File: config.mk
export PLATFORM = sky130hd
export DESIGN_NAME = trapezoid_servo_motion_controller
export DESIGN_NICKNAME = d
export VERILOG_FILES = /design/src/tsmc_pkg.sv /design/src/trapezoid_servo_motion_controller.sv /design/src/tsmc_div.sv
export SDC_FILE = /design/constraint.sdc
export NUM_CORES = 2
export LEC_CHECK = 0
export BUFFER_PORTS_ARGS = -buffer_cell sky130_fd_sc_hd__buf_4
export CORE_UTILIZATION = 45
export CTS_CLUSTER_SIZE = 8
export DETAILED_ROUTE_END_ITERATION = 12
export GPL_TIMING_DRIVEN = 0
export PLACE_DENSITY = 0.69
export SLEW_MARGIN = 20
export SYNTH_ARGS = -nofsm -noshare
export SYNTH_HDL_FRONTEND = slang
export SYNTH_HIERARCHICAL = 1
export SYNTH_SLANG_ARGS = --single-unit
File: constraint.sdc
create_clock -name clock -period 8 [get_ports clock]
set_clock_uncertainty 0.2 [all_clocks]
set_input_delay 0.8 -clock clock [delete_from_list [all_inputs] [get_ports clock]]
set_output_delay 0.8 -clock clock [all_outputs]
set_load 0.05 [all_outputs]
File: src/tsmc_pkg.sv
// shared types, codes and constants of the servo motion controller
// no dependencies
package tsmc_pkg;

   localparam int unsigned DIV_W = 34;
   localparam int unsigned MAX_PROFILE_TICKS_DEF = 4095;

   localparam logic [13:0] PERIOD_RST = 14'd100;
   localparam logic [9:0]  MAX_POS_RST = 10'd50;
   localparam logic [7:0]  MIN_SPEED_RST = 8'd1;
   localparam logic [7:0]  MAX_SPEED_RST = 8'd40;
   localparam logic [9:0]  RANGE_RST = 10'd750;
   localparam logic [9:0]  DEAD_BAND_RST = 10'd90;
   localparam logic [11:0] IDLE_PULSE_RST = 12'd1500;
   localparam logic signed [10:0] POSITION_RST = 11'sd50;

   localparam logic [2:0] CSR_PERIOD    = 3'd0;
   localparam logic [2:0] CSR_MAX_POS   = 3'd1;
   localparam logic [2:0] CSR_MIN_SPEED = 3'd2;
   localparam logic [2:0] CSR_MAX_SPEED = 3'd3;
   localparam logic [2:0] CSR_RANGE     = 3'd4;
   localparam logic [2:0] CSR_DEAD_BAND = 3'd5;
   localparam logic [2:0] CSR_IDLE      = 3'd6;

   localparam logic [2:0] STAT_NONE  = 3'd0;
   localparam logic [2:0] STAT_DRIVE = 3'd1;
   localparam logic [2:0] STAT_CREEP = 3'd2;
   localparam logic [2:0] STAT_REACH = 3'd3;
   localparam logic [2:0] STAT_HOME  = 3'd4;

   typedef enum logic [1:0] {
      CMD_TICK = 2'd0,
      CMD_STEP = 2'd1,
      CMD_MOVE = 2'd2,
      CMD_HOME = 2'd3
   } cmd_type;

   typedef enum logic [1:0] {
      KIND_TRAP = 2'd0,
      KIND_MIN  = 2'd1,
      KIND_MAX  = 2'd2
   } kind_type;

   typedef enum logic [1:0] {
      DOP_PEAK   = 2'd0,
      DOP_SPEED  = 2'd1,
      DOP_OFFSET = 2'd2
   } dop_type;

   typedef enum logic [3:0] {
      ST_IDLE,
      ST_DECODE,
      ST_MV_MUL,
      ST_MV_CMP,
      ST_TK_MUL,
      ST_TK_ADD,
      ST_OFF_MUL,
      ST_DIV_GO,
      ST_DIV_WAIT,
      ST_DONE
   } state_type;

   typedef struct packed {
      logic             start;
      logic [DIV_W-1:0] dividend;
      logic [DIV_W-1:0] divisor;
   } div_req_type;

   typedef struct packed {
      logic             done;
      logic [DIV_W-1:0] quotient;
   } div_rsp_type;

   // idle plus or minus offset, saturating at 0 and 4095
   function automatic logic [11:0] drive_pulse(input logic [11:0] idle,
                                               input logic [9:0] offset,
                                               input logic lower);
      logic [12:0] sum;
      sum = {1'b0, idle} + {3'b0, offset};
      if (lower) begin
         return ({2'b0, offset} >= idle) ? 12'd0 : idle - {2'b0, offset};
      end
      return sum[12] ? 12'hFFF : sum[11:0];
   endfunction

endpackage

File: src/trapezoid_servo_motion_controller.sv
// Servo motion controller with a trapezoidal speed profile. One request at a time:
// an encoder step, a homing request, a rejected move or a tick that is idle, creeps
// or ends the move goes through the decode and done states only; an accepted move
// and a driving tick use the multiply states and the shared divider (peak speed once
// per trapezoid move, speed on each ramp tick of one, pulse offset on every driving
// tick). The response waits in an output register until taken; req_stall is high
// from acceptance until the response is loaded into that register.
// Depends on tsmc_pkg and tsmc_div.
module trapezoid_servo_motion_controller #(
   parameter int unsigned MAX_PROFILE_TICKS = tsmc_pkg::MAX_PROFILE_TICKS_DEF
) (
   input  logic               clock,
   input  logic               reset,
   input  logic               req_valid,
   output logic               req_stall,
   input  logic [1:0]         req_command,
   input  logic               req_switch_closed,
   input  logic               req_step_up,
   input  logic [9:0]         req_target_position,
   input  logic [11:0]        req_duration_ticks,
   output logic               rsp_valid,
   input  logic               rsp_stall,
   output logic [11:0]        rsp_pulse_us,
   output logic               rsp_accepted,
   output logic               rsp_moving,
   output logic signed [10:0] rsp_position_now,
   output logic [2:0]         rsp_status,
   input  logic               csr_we,
   input  logic [2:0]         csr_index,
   input  logic [13:0]        csr_wdata
);
   localparam int unsigned W = tsmc_pkg::DIV_W;

   tsmc_pkg::state_type state_ff, state_in;
   tsmc_pkg::cmd_type   cmd_ff, cmd_in;
   tsmc_pkg::kind_type  kind_ff, kind_in;
   tsmc_pkg::dop_type   dop_ff, dop_in;
   tsmc_pkg::div_req_type div_req;
   tsmc_pkg::div_rsp_type div_rsp;

   logic [13:0] period_ff, period_in;
   logic [9:0]  max_pos_ff, max_pos_in;
   logic [7:0]  min_spd_ff, min_spd_in;
   logic [7:0]  max_spd_ff, max_spd_in;
   logic [9:0]  range_ff, range_in;
   logic [9:0]  dband_ff, dband_in;
   logic [11:0] idle_ff, idle_in;

   logic signed [10:0] pos_ff, pos_in;
   logic [9:0]  tgt_ff, tgt_in;
   logic        lower_ff, lower_in;
   logic        busy_ff, busy_in;
   logic [12:0] step_ff, step_in;
   logic [11:0] plen_ff, plen_in;
   logic [17:0] peak_ff, peak_in;
   logic [11:0] pulse_ff, pulse_in;

   logic        sw_ff, sw_in;
   logic        up_ff, up_in;
   logic [9:0]  rtgt_ff, rtgt_in;
   logic [11:0] dur_ff, dur_in;
   logic [10:0] dist_ff, dist_in;
   logic [25:0] dp_ff, dp_in;
   logic [20:0] prod_a_ff, prod_a_in;
   logic [33:0] prod_b_ff, prod_b_in;
   logic [33:0] prod_c_ff, prod_c_in;
   logic [W-1:0] num_ff, num_in;
   logic [W-1:0] den_ff, den_in;
   logic [10:0] spd_ff, spd_in;
   logic [14:0] fac_ff, fac_in;
   logic        acc_ff, acc_in;
   logic [2:0]  stat_ff, stat_in;

   logic        rsp_valid_ff, rsp_valid_in;
   logic [11:0] rsp_pulse_ff, rsp_pulse_in;
   logic        rsp_acc_ff, rsp_acc_in;
   logic        rsp_moving_ff, rsp_moving_in;
   logic signed [10:0] rsp_pos_ff, rsp_pos_in;
   logic [2:0]  rsp_stat_ff, rsp_stat_in;

   logic [13:0] period_eff;
   logic [7:0]  ms_eff;
   logic signed [11:0] diff, diff_neg;
   logic signed [10:0] tgt_s;
   logic        move_ok, reached;
   logic [12:0] k_idx, d13, d_minus_k;
   logic [14:0] k3, d15;
   logic [18:0] peak_rnd;
   logic [7:0]  spd_clamp;
   logic        req_take, rsp_free;

   assign period_eff = (period_ff == '0) ? 14'd1 : period_ff;
   assign ms_eff = (max_spd_ff == '0) ? 8'd1 : max_spd_ff;
   assign req_stall = reset || (state_ff != tsmc_pkg::ST_IDLE);
   assign req_take = req_valid && !req_stall;
   assign rsp_free = !rsp_valid_ff || !rsp_stall;

   tsmc_div u_div (
      .clock   (clock),
      .reset   (reset),
      .div_req (div_req),
      .div_rsp (div_rsp)
   );

   always_comb begin
      diff = $signed({2'b0, rtgt_ff}) - $signed({pos_ff[10], pos_ff});
      diff_neg = -diff;
      tgt_s = $signed({1'b0, tgt_ff});
      move_ok = !busy_ff && (rtgt_ff <= max_pos_ff) && (diff != '0)
                && (dur_ff != '0) && ({20'd0, dur_ff} <= MAX_PROFILE_TICKS);
      reached = lower_ff ? (pos_ff <= tgt_s) : (pos_ff >= tgt_s);
      k_idx = step_ff + 13'd1;
      d13 = {1'b0, plen_ff};
      d_minus_k = d13 - k_idx;
      k3 = {2'b0, k_idx} * 15'd3;
      d15 = {3'b0, plen_ff};
      peak_rnd = {1'b0, peak_ff} + 19'd128;
      spd_clamp = (spd_ff > {3'b0, ms_eff}) ? ms_eff : spd_ff[7:0];

      div_req.start = (state_ff == tsmc_pkg::ST_DIV_GO);
      div_req.dividend = num_ff;
      div_req.divisor = den_ff;

      state_in = state_ff;
      cmd_in = cmd_ff;
      kind_in = kind_ff;
      dop_in = dop_ff;
      period_in = period_ff;
      max_pos_in = max_pos_ff;
      min_spd_in = min_spd_ff;
      max_spd_in = max_spd_ff;
      range_in = range_ff;
      dband_in = dband_ff;
      idle_in = idle_ff;
      pos_in = pos_ff;
      tgt_in = tgt_ff;
      lower_in = lower_ff;
      busy_in = busy_ff;
      step_in = step_ff;
      plen_in = plen_ff;
      peak_in = peak_ff;
      pulse_in = pulse_ff;
      sw_in = sw_ff;
      up_in = up_ff;
      rtgt_in = rtgt_ff;
      dur_in = dur_ff;
      dist_in = dist_ff;
      dp_in = dp_ff;
      prod_a_in = prod_a_ff;
      prod_b_in = prod_b_ff;
      prod_c_in = prod_c_ff;
      num_in = num_ff;
      den_in = den_ff;
      spd_in = spd_ff;
      fac_in = fac_ff;
      acc_in = acc_ff;
      stat_in = stat_ff;
      rsp_valid_in = rsp_valid_ff && rsp_stall;
      rsp_pulse_in = rsp_pulse_ff;
      rsp_acc_in = rsp_acc_ff;
      rsp_moving_in = rsp_moving_ff;
      rsp_pos_in = rsp_pos_ff;
      rsp_stat_in = rsp_stat_ff;

      if (csr_we) begin
         unique case (csr_index)
            tsmc_pkg::CSR_PERIOD:    period_in = csr_wdata;
            tsmc_pkg::CSR_MAX_POS:   max_pos_in = csr_wdata[9:0];
            tsmc_pkg::CSR_MIN_SPEED: min_spd_in = csr_wdata[7:0];
            tsmc_pkg::CSR_MAX_SPEED: max_spd_in = csr_wdata[7:0];
            tsmc_pkg::CSR_RANGE:     range_in = csr_wdata[9:0];
            tsmc_pkg::CSR_DEAD_BAND: dband_in = csr_wdata[9:0];
            tsmc_pkg::CSR_IDLE:      idle_in = csr_wdata[11:0];
            default: ;
         endcase
      end

      unique case (state_ff)
         tsmc_pkg::ST_IDLE: begin
            if (req_take) begin
               cmd_in = tsmc_pkg::cmd_type'(req_command);
               sw_in = req_switch_closed;
               up_in = req_step_up;
               rtgt_in = req_target_position;
               dur_in = req_duration_ticks;
               acc_in = 1'b0;
               stat_in = tsmc_pkg::STAT_NONE;
               state_in = tsmc_pkg::ST_DECODE;
            end
         end
         tsmc_pkg::ST_DECODE: begin
            state_in = tsmc_pkg::ST_DONE;
            unique case (cmd_ff)
               tsmc_pkg::CMD_TICK: begin
                  if (busy_ff) begin
                     priority if (lower_ff && sw_ff) begin
                        busy_in = 1'b0;
                        pos_in = '0;
                        tgt_in = '0;
                        pulse_in = idle_ff;
                        stat_in = tsmc_pkg::STAT_HOME;
                     end else if (reached) begin
                        busy_in = 1'b0;
                        pulse_in = idle_ff;
                        stat_in = tsmc_pkg::STAT_REACH;
                     end else if (step_ff < d13) begin
                        if (kind_ff != tsmc_pkg::KIND_TRAP) begin
                           spd_in = (k_idx >= d13) ? 11'd0 : {1'b0, peak_ff[17:8]};
                           state_in = tsmc_pkg::ST_OFF_MUL;
                        end else if (k3 < d15) begin
                           fac_in = k3;
                           state_in = tsmc_pkg::ST_TK_MUL;
                        end else if (k3 < {d15[13:0], 1'b0}) begin
                           // cruise: rounded peak
                           spd_in = peak_rnd[18:8];
                           state_in = tsmc_pkg::ST_OFF_MUL;
                        end else begin
                           fac_in = {2'b0, d_minus_k} * 15'd3;
                           state_in = tsmc_pkg::ST_TK_MUL;
                        end
                     end else begin
                        pulse_in = tsmc_pkg::drive_pulse(idle_ff, dband_ff, lower_ff);
                        stat_in = tsmc_pkg::STAT_CREEP;
                     end
                  end
               end
               tsmc_pkg::CMD_STEP: begin
                  if (up_ff) begin
                     if (pos_ff != 11'sd1023) pos_in = pos_ff + 11'sd1;
                  end else begin
                     if (pos_ff != -11'sd1024) pos_in = pos_ff - 11'sd1;
                  end
               end
               tsmc_pkg::CMD_MOVE: begin
                  dist_in = diff[11] ? diff_neg[10:0] : diff[10:0];
                  dp_in = {14'd0, dur_ff} * {12'd0, period_eff};
                  if (move_ok) begin
                     tgt_in = rtgt_ff;
                     lower_in = diff[11];
                     plen_in = dur_ff;
                     step_in = '0;
                     busy_in = 1'b1;
                     acc_in = 1'b1;
                     state_in = tsmc_pkg::ST_MV_MUL;
                  end
               end
               tsmc_pkg::CMD_HOME: begin
                  if (!busy_ff) begin
                     tgt_in = '0;
                     lower_in = 1'b1;
                     step_in = '0;
                     plen_in = '0;
                     busy_in = 1'b1;
                     acc_in = 1'b1;
                  end
               end
               default: ;
            endcase
         end
         tsmc_pkg::ST_MV_MUL: begin
            prod_a_in = {10'd0, dist_ff} * 21'd1000;
            prod_b_in = {26'd0, min_spd_ff} * {8'd0, dp_ff};
            prod_c_in = {26'd0, ms_eff} * {8'd0, dp_ff};
            // 1.5 times average speed in q8
            num_in = {23'd0, dist_ff} * 34'd384000;
            state_in = tsmc_pkg::ST_MV_CMP;
         end
         tsmc_pkg::ST_MV_CMP: begin
            priority if ({13'd0, prod_a_ff} <= prod_b_ff) begin
               kind_in = tsmc_pkg::KIND_MIN;
               peak_in = {2'b0, min_spd_ff, 8'd0};
               state_in = tsmc_pkg::ST_DONE;
            end else if ({13'd0, prod_a_ff} >= prod_c_ff) begin
               kind_in = tsmc_pkg::KIND_MAX;
               peak_in = {2'b0, ms_eff, 8'd0};
               state_in = tsmc_pkg::ST_DONE;
            end else begin
               kind_in = tsmc_pkg::KIND_TRAP;
               den_in = {8'd0, dp_ff};
               dop_in = tsmc_pkg::DOP_PEAK;
               state_in = tsmc_pkg::ST_DIV_GO;
            end
         end
         tsmc_pkg::ST_TK_MUL: begin
            num_in = {16'd0, peak_ff} * {19'd0, fac_ff};
            state_in = tsmc_pkg::ST_TK_ADD;
         end
         tsmc_pkg::ST_TK_ADD: begin
            // half-up rounding of product / (256 d)
            num_in = num_ff + {15'd0, plen_ff, 7'd0};
            den_in = {14'd0, plen_ff, 8'd0};
            dop_in = tsmc_pkg::DOP_SPEED;
            state_in = tsmc_pkg::ST_DIV_GO;
         end
         tsmc_pkg::ST_OFF_MUL: begin
            num_in = {26'd0, spd_clamp} * {24'd0, range_ff};
            den_in = {26'd0, ms_eff};
            dop_in = tsmc_pkg::DOP_OFFSET;
            state_in = tsmc_pkg::ST_DIV_GO;
         end
         tsmc_pkg::ST_DIV_GO: begin
            state_in = tsmc_pkg::ST_DIV_WAIT;
         end
         tsmc_pkg::ST_DIV_WAIT: begin
            if (div_rsp.done) begin
               unique case (dop_ff)
                  tsmc_pkg::DOP_PEAK: begin
                     peak_in = div_rsp.quotient[17:0];
                     state_in = tsmc_pkg::ST_DONE;
                  end
                  tsmc_pkg::DOP_SPEED: begin
                     spd_in = div_rsp.quotient[10:0];
                     state_in = tsmc_pkg::ST_OFF_MUL;
                  end
                  tsmc_pkg::DOP_OFFSET: begin
                     pulse_in = tsmc_pkg::drive_pulse(idle_ff, div_rsp.quotient[9:0],
                                                      lower_ff);
                     step_in = step_ff + 13'd1;
                     stat_in = tsmc_pkg::STAT_DRIVE;
                     state_in = tsmc_pkg::ST_DONE;
                  end
                  default: state_in = tsmc_pkg::ST_DONE;
               endcase
            end
         end
         tsmc_pkg::ST_DONE: begin
            if (rsp_free) begin
               rsp_valid_in = 1'b1;
               rsp_pulse_in = pulse_ff;
               rsp_acc_in = acc_ff;
               rsp_moving_in = busy_ff;
               rsp_pos_in = pos_ff;
               rsp_stat_in = stat_ff;
               state_in = tsmc_pkg::ST_IDLE;
            end
         end
         default: state_in = tsmc_pkg::ST_IDLE;
      endcase
   end

   always_ff @(posedge clock) begin
      if (reset) begin
         state_ff <= tsmc_pkg::ST_IDLE;
         period_ff <= tsmc_pkg::PERIOD_RST;
         max_pos_ff <= tsmc_pkg::MAX_POS_RST;
         min_spd_ff <= tsmc_pkg::MIN_SPEED_RST;
         max_spd_ff <= tsmc_pkg::MAX_SPEED_RST;
         range_ff <= tsmc_pkg::RANGE_RST;
         dband_ff <= tsmc_pkg::DEAD_BAND_RST;
         idle_ff <= tsmc_pkg::IDLE_PULSE_RST;
         pos_ff <= tsmc_pkg::POSITION_RST;
         tgt_ff <= '0;
         lower_ff <= 1'b0;
         busy_ff <= 1'b0;
         step_ff <= '0;
         plen_ff <= '0;
         peak_ff <= '0;
         kind_ff <= tsmc_pkg::KIND_TRAP;
         pulse_ff <= tsmc_pkg::IDLE_PULSE_RST;
         rsp_valid_ff <= 1'b0;
      end else begin
         state_ff <= state_in;
         period_ff <= period_in;
         max_pos_ff <= max_pos_in;
         min_spd_ff <= min_spd_in;
         max_spd_ff <= max_spd_in;
         range_ff <= range_in;
         dband_ff <= dband_in;
         idle_ff <= idle_in;
         pos_ff <= pos_in;
         tgt_ff <= tgt_in;
         lower_ff <= lower_in;
         busy_ff <= busy_in;
         step_ff <= step_in;
         plen_ff <= plen_in;
         peak_ff <= peak_in;
         kind_ff <= kind_in;
         pulse_ff <= pulse_in;
         rsp_valid_ff <= rsp_valid_in;
      end
      cmd_ff <= cmd_in;
      dop_ff <= dop_in;
      sw_ff <= sw_in;
      up_ff <= up_in;
      rtgt_ff <= rtgt_in;
      dur_ff <= dur_in;
      dist_ff <= dist_in;
      dp_ff <= dp_in;
      prod_a_ff <= prod_a_in;
      prod_b_ff <= prod_b_in;
      prod_c_ff <= prod_c_in;
      num_ff <= num_in;
      den_ff <= den_in;
      spd_ff <= spd_in;
      fac_ff <= fac_in;
      acc_ff <= acc_in;
      stat_ff <= stat_in;
      rsp_pulse_ff <= rsp_pulse_in;
      rsp_acc_ff <= rsp_acc_in;
      rsp_moving_ff <= rsp_moving_in;
      rsp_pos_ff <= rsp_pos_in;
      rsp_stat_ff <= rsp_stat_in;
   end

   assign rsp_valid = rsp_valid_ff;
   assign rsp_pulse_us = rsp_pulse_ff;
   assign rsp_accepted = rsp_acc_ff;
   assign rsp_moving = rsp_moving_ff;
   assign rsp_position_now = rsp_pos_ff;
   assign rsp_status = rsp_stat_ff;

endmodule

File: src/tsmc_div.sv
// shared restoring divider, one quotient bit per cycle
// depends on tsmc_pkg
module tsmc_div (
   input  logic                  clock,
   input  logic                  reset,
   input  tsmc_pkg::div_req_type div_req,
   output tsmc_pkg::div_rsp_type div_rsp
);
   localparam int unsigned W = tsmc_pkg::DIV_W;
   localparam int unsigned CNT_W = $clog2(W);

   logic             run_ff, run_in;
   logic             done_ff, done_in;
   logic [CNT_W-1:0] cnt_ff, cnt_in;
   logic [W:0]       rem_ff, rem_in;
   logic [W-1:0]     quo_ff, quo_in;
   logic [W-1:0]     den_ff, den_in;
   logic [W:0]       trial;
   logic             fits;

   always_comb begin
      trial = {rem_ff[W-1:0], quo_ff[W-1]};
      fits = trial >= {1'b0, den_ff};
      run_in = run_ff;
      done_in = 1'b0;
      cnt_in = cnt_ff;
      rem_in = rem_ff;
      quo_in = quo_ff;
      den_in = den_ff;
      if (div_req.start) begin
         run_in = 1'b1;
         cnt_in = '0;
         rem_in = '0;
         quo_in = div_req.dividend;
         den_in = div_req.divisor;
      end else if (run_ff) begin
         rem_in = fits ? trial - {1'b0, den_ff} : trial;
         quo_in = {quo_ff[W-2:0], fits};
         cnt_in = cnt_ff + 1'b1;
         if (cnt_ff == CNT_W'(W - 1)) begin
            run_in = 1'b0;
            done_in = 1'b1;
         end
      end
   end

   always_ff @(posedge clock) begin
      if (reset) begin
         run_ff <= 1'b0;
         done_ff <= 1'b0;
      end else begin
         run_ff <= run_in;
         done_ff <= done_in;
      end
      cnt_ff <= cnt_in;
      rem_ff <= rem_in;
      quo_ff <= quo_in;
      den_ff <= den_in;
   end

   assign div_rsp.done = done_ff;
   assign div_rsp.quotient = quo_ff;

endmodule

==> metrics.md <==
| Metric | Value |
|---|---|
| Status | `complete, no violations` |
| Sequential share of power | `a little over 30%` |
| Lkg Pwr | `slightly above 30 nW` |
| Total power | `about 11 mW` |
| CTS tree | `yes` |
| Cell area after synthesis | `about 0.063 mm^2` |
| Hold Path Origin | `req_step_up` |
| Synth unique cells | `110` |
| Initial antenna violation count | `6` |
| Worst Path Required | `~8200 ps` |
| Initial DRC Count | `between 4000 and 5000` |
| Vias in the first global route | `roughly 50000` |
| Synth top area share | `23.6%` |
| Type of the worst setup path | `flip-flop to flip-flop` |
| Chip Height | `375 um` |
| WP buf/inv | `6` |
| Combinational share of power | `about two fifths` |
| FP Rows | `roughly 140` |
| Most frequent cell after synthesis | `inv_1` |
| H-Tree Level Count | `3` |
| Critical R2R Launch | `max_spd_ff[6]$_SDFFE_PP0P_` |
| Sw Pwr | `a little under 4 mW` |
| Synth Instances | `about 6700` |
| Grt ovf | `0` |
| CTS root buffer | `clkbuf_16` |
| Nets@finish | `between 8000 and 9000` |
| Full die area | `0.141 mm^2` |
| Critical path's top delay family | `adder cells` |
| Tightest Pin Transition | `between 1000 and 1500 ps` |
| Seq/Total Area, Yosys | `between 20% and 30%` |
| Setup_tns | `0 ps` |
| Maximum number of pins on one net before global-route repair | `35` |
| Final RePlAce weighted congestion | `approximately 0.95` |
| Final Slew Violations | `0` |
| Final Hold Viols | `0` |
| Largest area contributor in the netlist | `fa_1` |
| Async set-reset flop share out of synthesis | `0%` |
| Final Cycle Share | `a little over nine tenths` |
| Number of synthesized register bits | `536` |
| Avg Cell Area, Syn | `between 9 and 10 um^2` |
| Total global-route track usage | `around a quarter` |
| CTS sink cnt | `about 540` |
| Remaining DRCs | `0` |
| Max-Cap Viols | `0` |
| Placed inst area | `0.0658 mm^2` |
| Starting density of the core | `about 45%` |
| Fin area | `0.0685 mm^2` |
| Pwr/cell area | `between 150 and 200 mW/mm^2` |
| Maximum clock frequency | `roughly 130 MHz` |
| Hold WS | `~51 ps` |
| Core ar. | `approximately 0.14 mm^2` |
| Hold Path Class | `input port to flip-flop` |
| EDFF count, synth | `roughly 340` |
| CP Data Arrival Time | `just under 8000 ps` |
| Routed Antenna Nets | `0` |
| Routed len/inst | `20.7 um` |
| Final wirelength | `180000 um` |
| Sw Ratio | `between 30% and 40%` |
| Top_reg_cell synth | `edfxtp_1` |
| CTS buffer count | `~80` |
| Post-DR vias/cell | `approximately 5.7` |
| Num ports | `78` |
| Normalized max-slew margin | `21.5%` |
| Worst-path maximum fanout | `8` |
| Via count | `approximately 50000` |
| Number of I/O port buffers | `just under 80` |
| Drt first pass iters | `5` |
| Setup crit start | `max_spd_ff[6]$_SDFFE_PP0P_` |
| Worst setup EP type | `flip-flop` |
| Clock power frac | `30.3%` |
| Detailed placement HPWL | `around 150000 um` |
| Fin crit period | `between 7000 and 8000 ps` |
| Max IR drop VDD | `between 0.15 and 0.2 mV` |
| CP peak stage delay | `~540 ps` |
| Area growth, synth to finish | `9.21%` |
| Worst setup SP type | `flip-flop` |
| CP max stage cell | `fa_1` |
| Finish-stage setup viols | `0` |
| First-pass GRT wire length | `between 200000 and 300000 um` |
| YS warnings | `6` |
| Int Power | `slightly below 7 mW` |
| Layout cells sized above 1 | `5.38%` |
| CTS clk-pin slew, worst paths | `around 60 ps` |
| Die W | `between 300 and 400 um` |
| Clk_lat worst skew | `between 700 and 800 ps` |
| Ranking of synthesized cells by area | `fa_1 (24%), edfxtp_1 (16%), ha_1 (13%)` |
| Synth cell count leaders | `inv_1 (926), nand2_1 (806), fa_1 (740)` |
| CTS Buffer Depth | `3` |
==> layer usage <==
| metal | global-route usage (%) | vias to the layer above | part of all wire, % |
|---|---|---|---|
| li1 | - | 22563 | - |
| met1 | 32.9 | 24473 | 41 |
| met2 | 41.8 | 1959 | 46 |
| met3 | 4.37 | 416 | 8.0 |
| met4 | 11.5 | 6 | 5.0 |
| met5 | 0 | - | 0.024 |
==> power groups by stage <==
stage | clock network, mW | logic (mW) | registers (mW)
floorplan | 0 | 3.16 | 3.30
global placement | 0 | 4.08 | 3.36
detailed placement | 0 | 4.17 | 3.36
CTS | 3.33 | 4.21 | 3.30
global route | 3.43 | 4.73 | 3.31
finish | 3.28 | 4.23 | 3.31
==> sequential cells by signal, summed over array words and instances (netlist names), 13 cells and up <==
name	count
prod_c_ff	34
fac_ff	15
peak_ff	18
u_div/quo_ff	34
dp_ff	26
den_ff	26
u_div/den_ff	34
prod_b_ff	34
period_ff	14
step_ff	13
prod_a_ff	18
u_div/rem_ff	34
num_ff	34
==> logic make-up after synthesis <==
logic type	after synthesis	synth area share, %
simple gates	2035	15.9
fa+ha+maj	1381	36.4
buf+inv	1214	7.41
compound gates	1131	12.0
flops	536	22.5
xor+xnor	289	4.04
mux	102	1.70
other cells	1	0.00598
==> what timing repair did <==
item / CTS / global route
hold buffers: 0 / 0
pin swaps: 0 / 1
gates cloned: 0 / 0
gates resized for setup: 22 / 19
endpoints found under the hold margin: 0 / 0
setup buffers: 11 / 6
endpoints found under the setup margin: 10 / 11
==> cell type report <==
type / instances / area (um^2)
Sequential cell: 536 / 14100
Buffer: 283 / 1170
Clock buffer: 129 / 2180
Clock inverter: 12 / 228
Multi-Input combinational cell: 4946 / 44100
Tap cell: 1794 / 2240
Antenna cell: 5 / 12.5
Fill cell: 12748 / 69400
Inverter: 928 / 3490
Timing Repair Buffer: 105 / 892
==> worst paths after layout <==
path / depth (start not counted) / to / slack [ps]
worst min register to register: 0 / u_div/den_ff[22]$_DFFE_PP_ / 190
worst max register to register: 28 / num_ff[17]$_DFFE_PP_ / 260
worst max-delay path: 28 / num_ff[17]$_DFFE_PP_ / 260
worst min-delay path: 1 / up_ff$_DFFE_PP_ / 50
==> worst register-to-register path: cells and delay by family (launching register included) <==
kind	cells	cell delay [ps]
xor+xnor	1	270
fa+ha+maj	6	2730
simple gates	4	610
buf+inv	6	600
compound gates	10	2250
mux	1	350
flops	1	470
==> stage by stage <==
| stage | setup WS (ps) | utilization [%] | std cells |
|---|---|---|---|
| 6_report | 263 | 49.7 | 8738 |
| 2_1_floorplan | 650 | - | 6696 |
| 4_1_cts | 57.8 | 49.6 | 8729 |
| 5_1_grt | -1.31 | 49.7 | 8735 |
| 3_5_place_dp | -1120 | 47.7 | 8578 |
| 3_3_place_gp | -1010 | 47.6 | 8567 |
==> layout by cell type (no fill, tap or decap), drive strengths merged, types with 32 or more instances in the layout <==
cell type  count
a211oi        53
a21o         118
a21oi        337
a31oi         37
and2         396
and3          33
buf          139
clkbuf       378
dfxtp        199
edfxtp       337
fa           740
ha           641
inv          927
mux2          38
mux2i         64
nand2        806
nand2b        68
nand3        135
nand4         41
nor2         264
nor2b        120
nor3          59
o21a          52
o21ai        228
o21bai        32
xnor2        186
xor2         103
(Power assumes the default switching activity.)
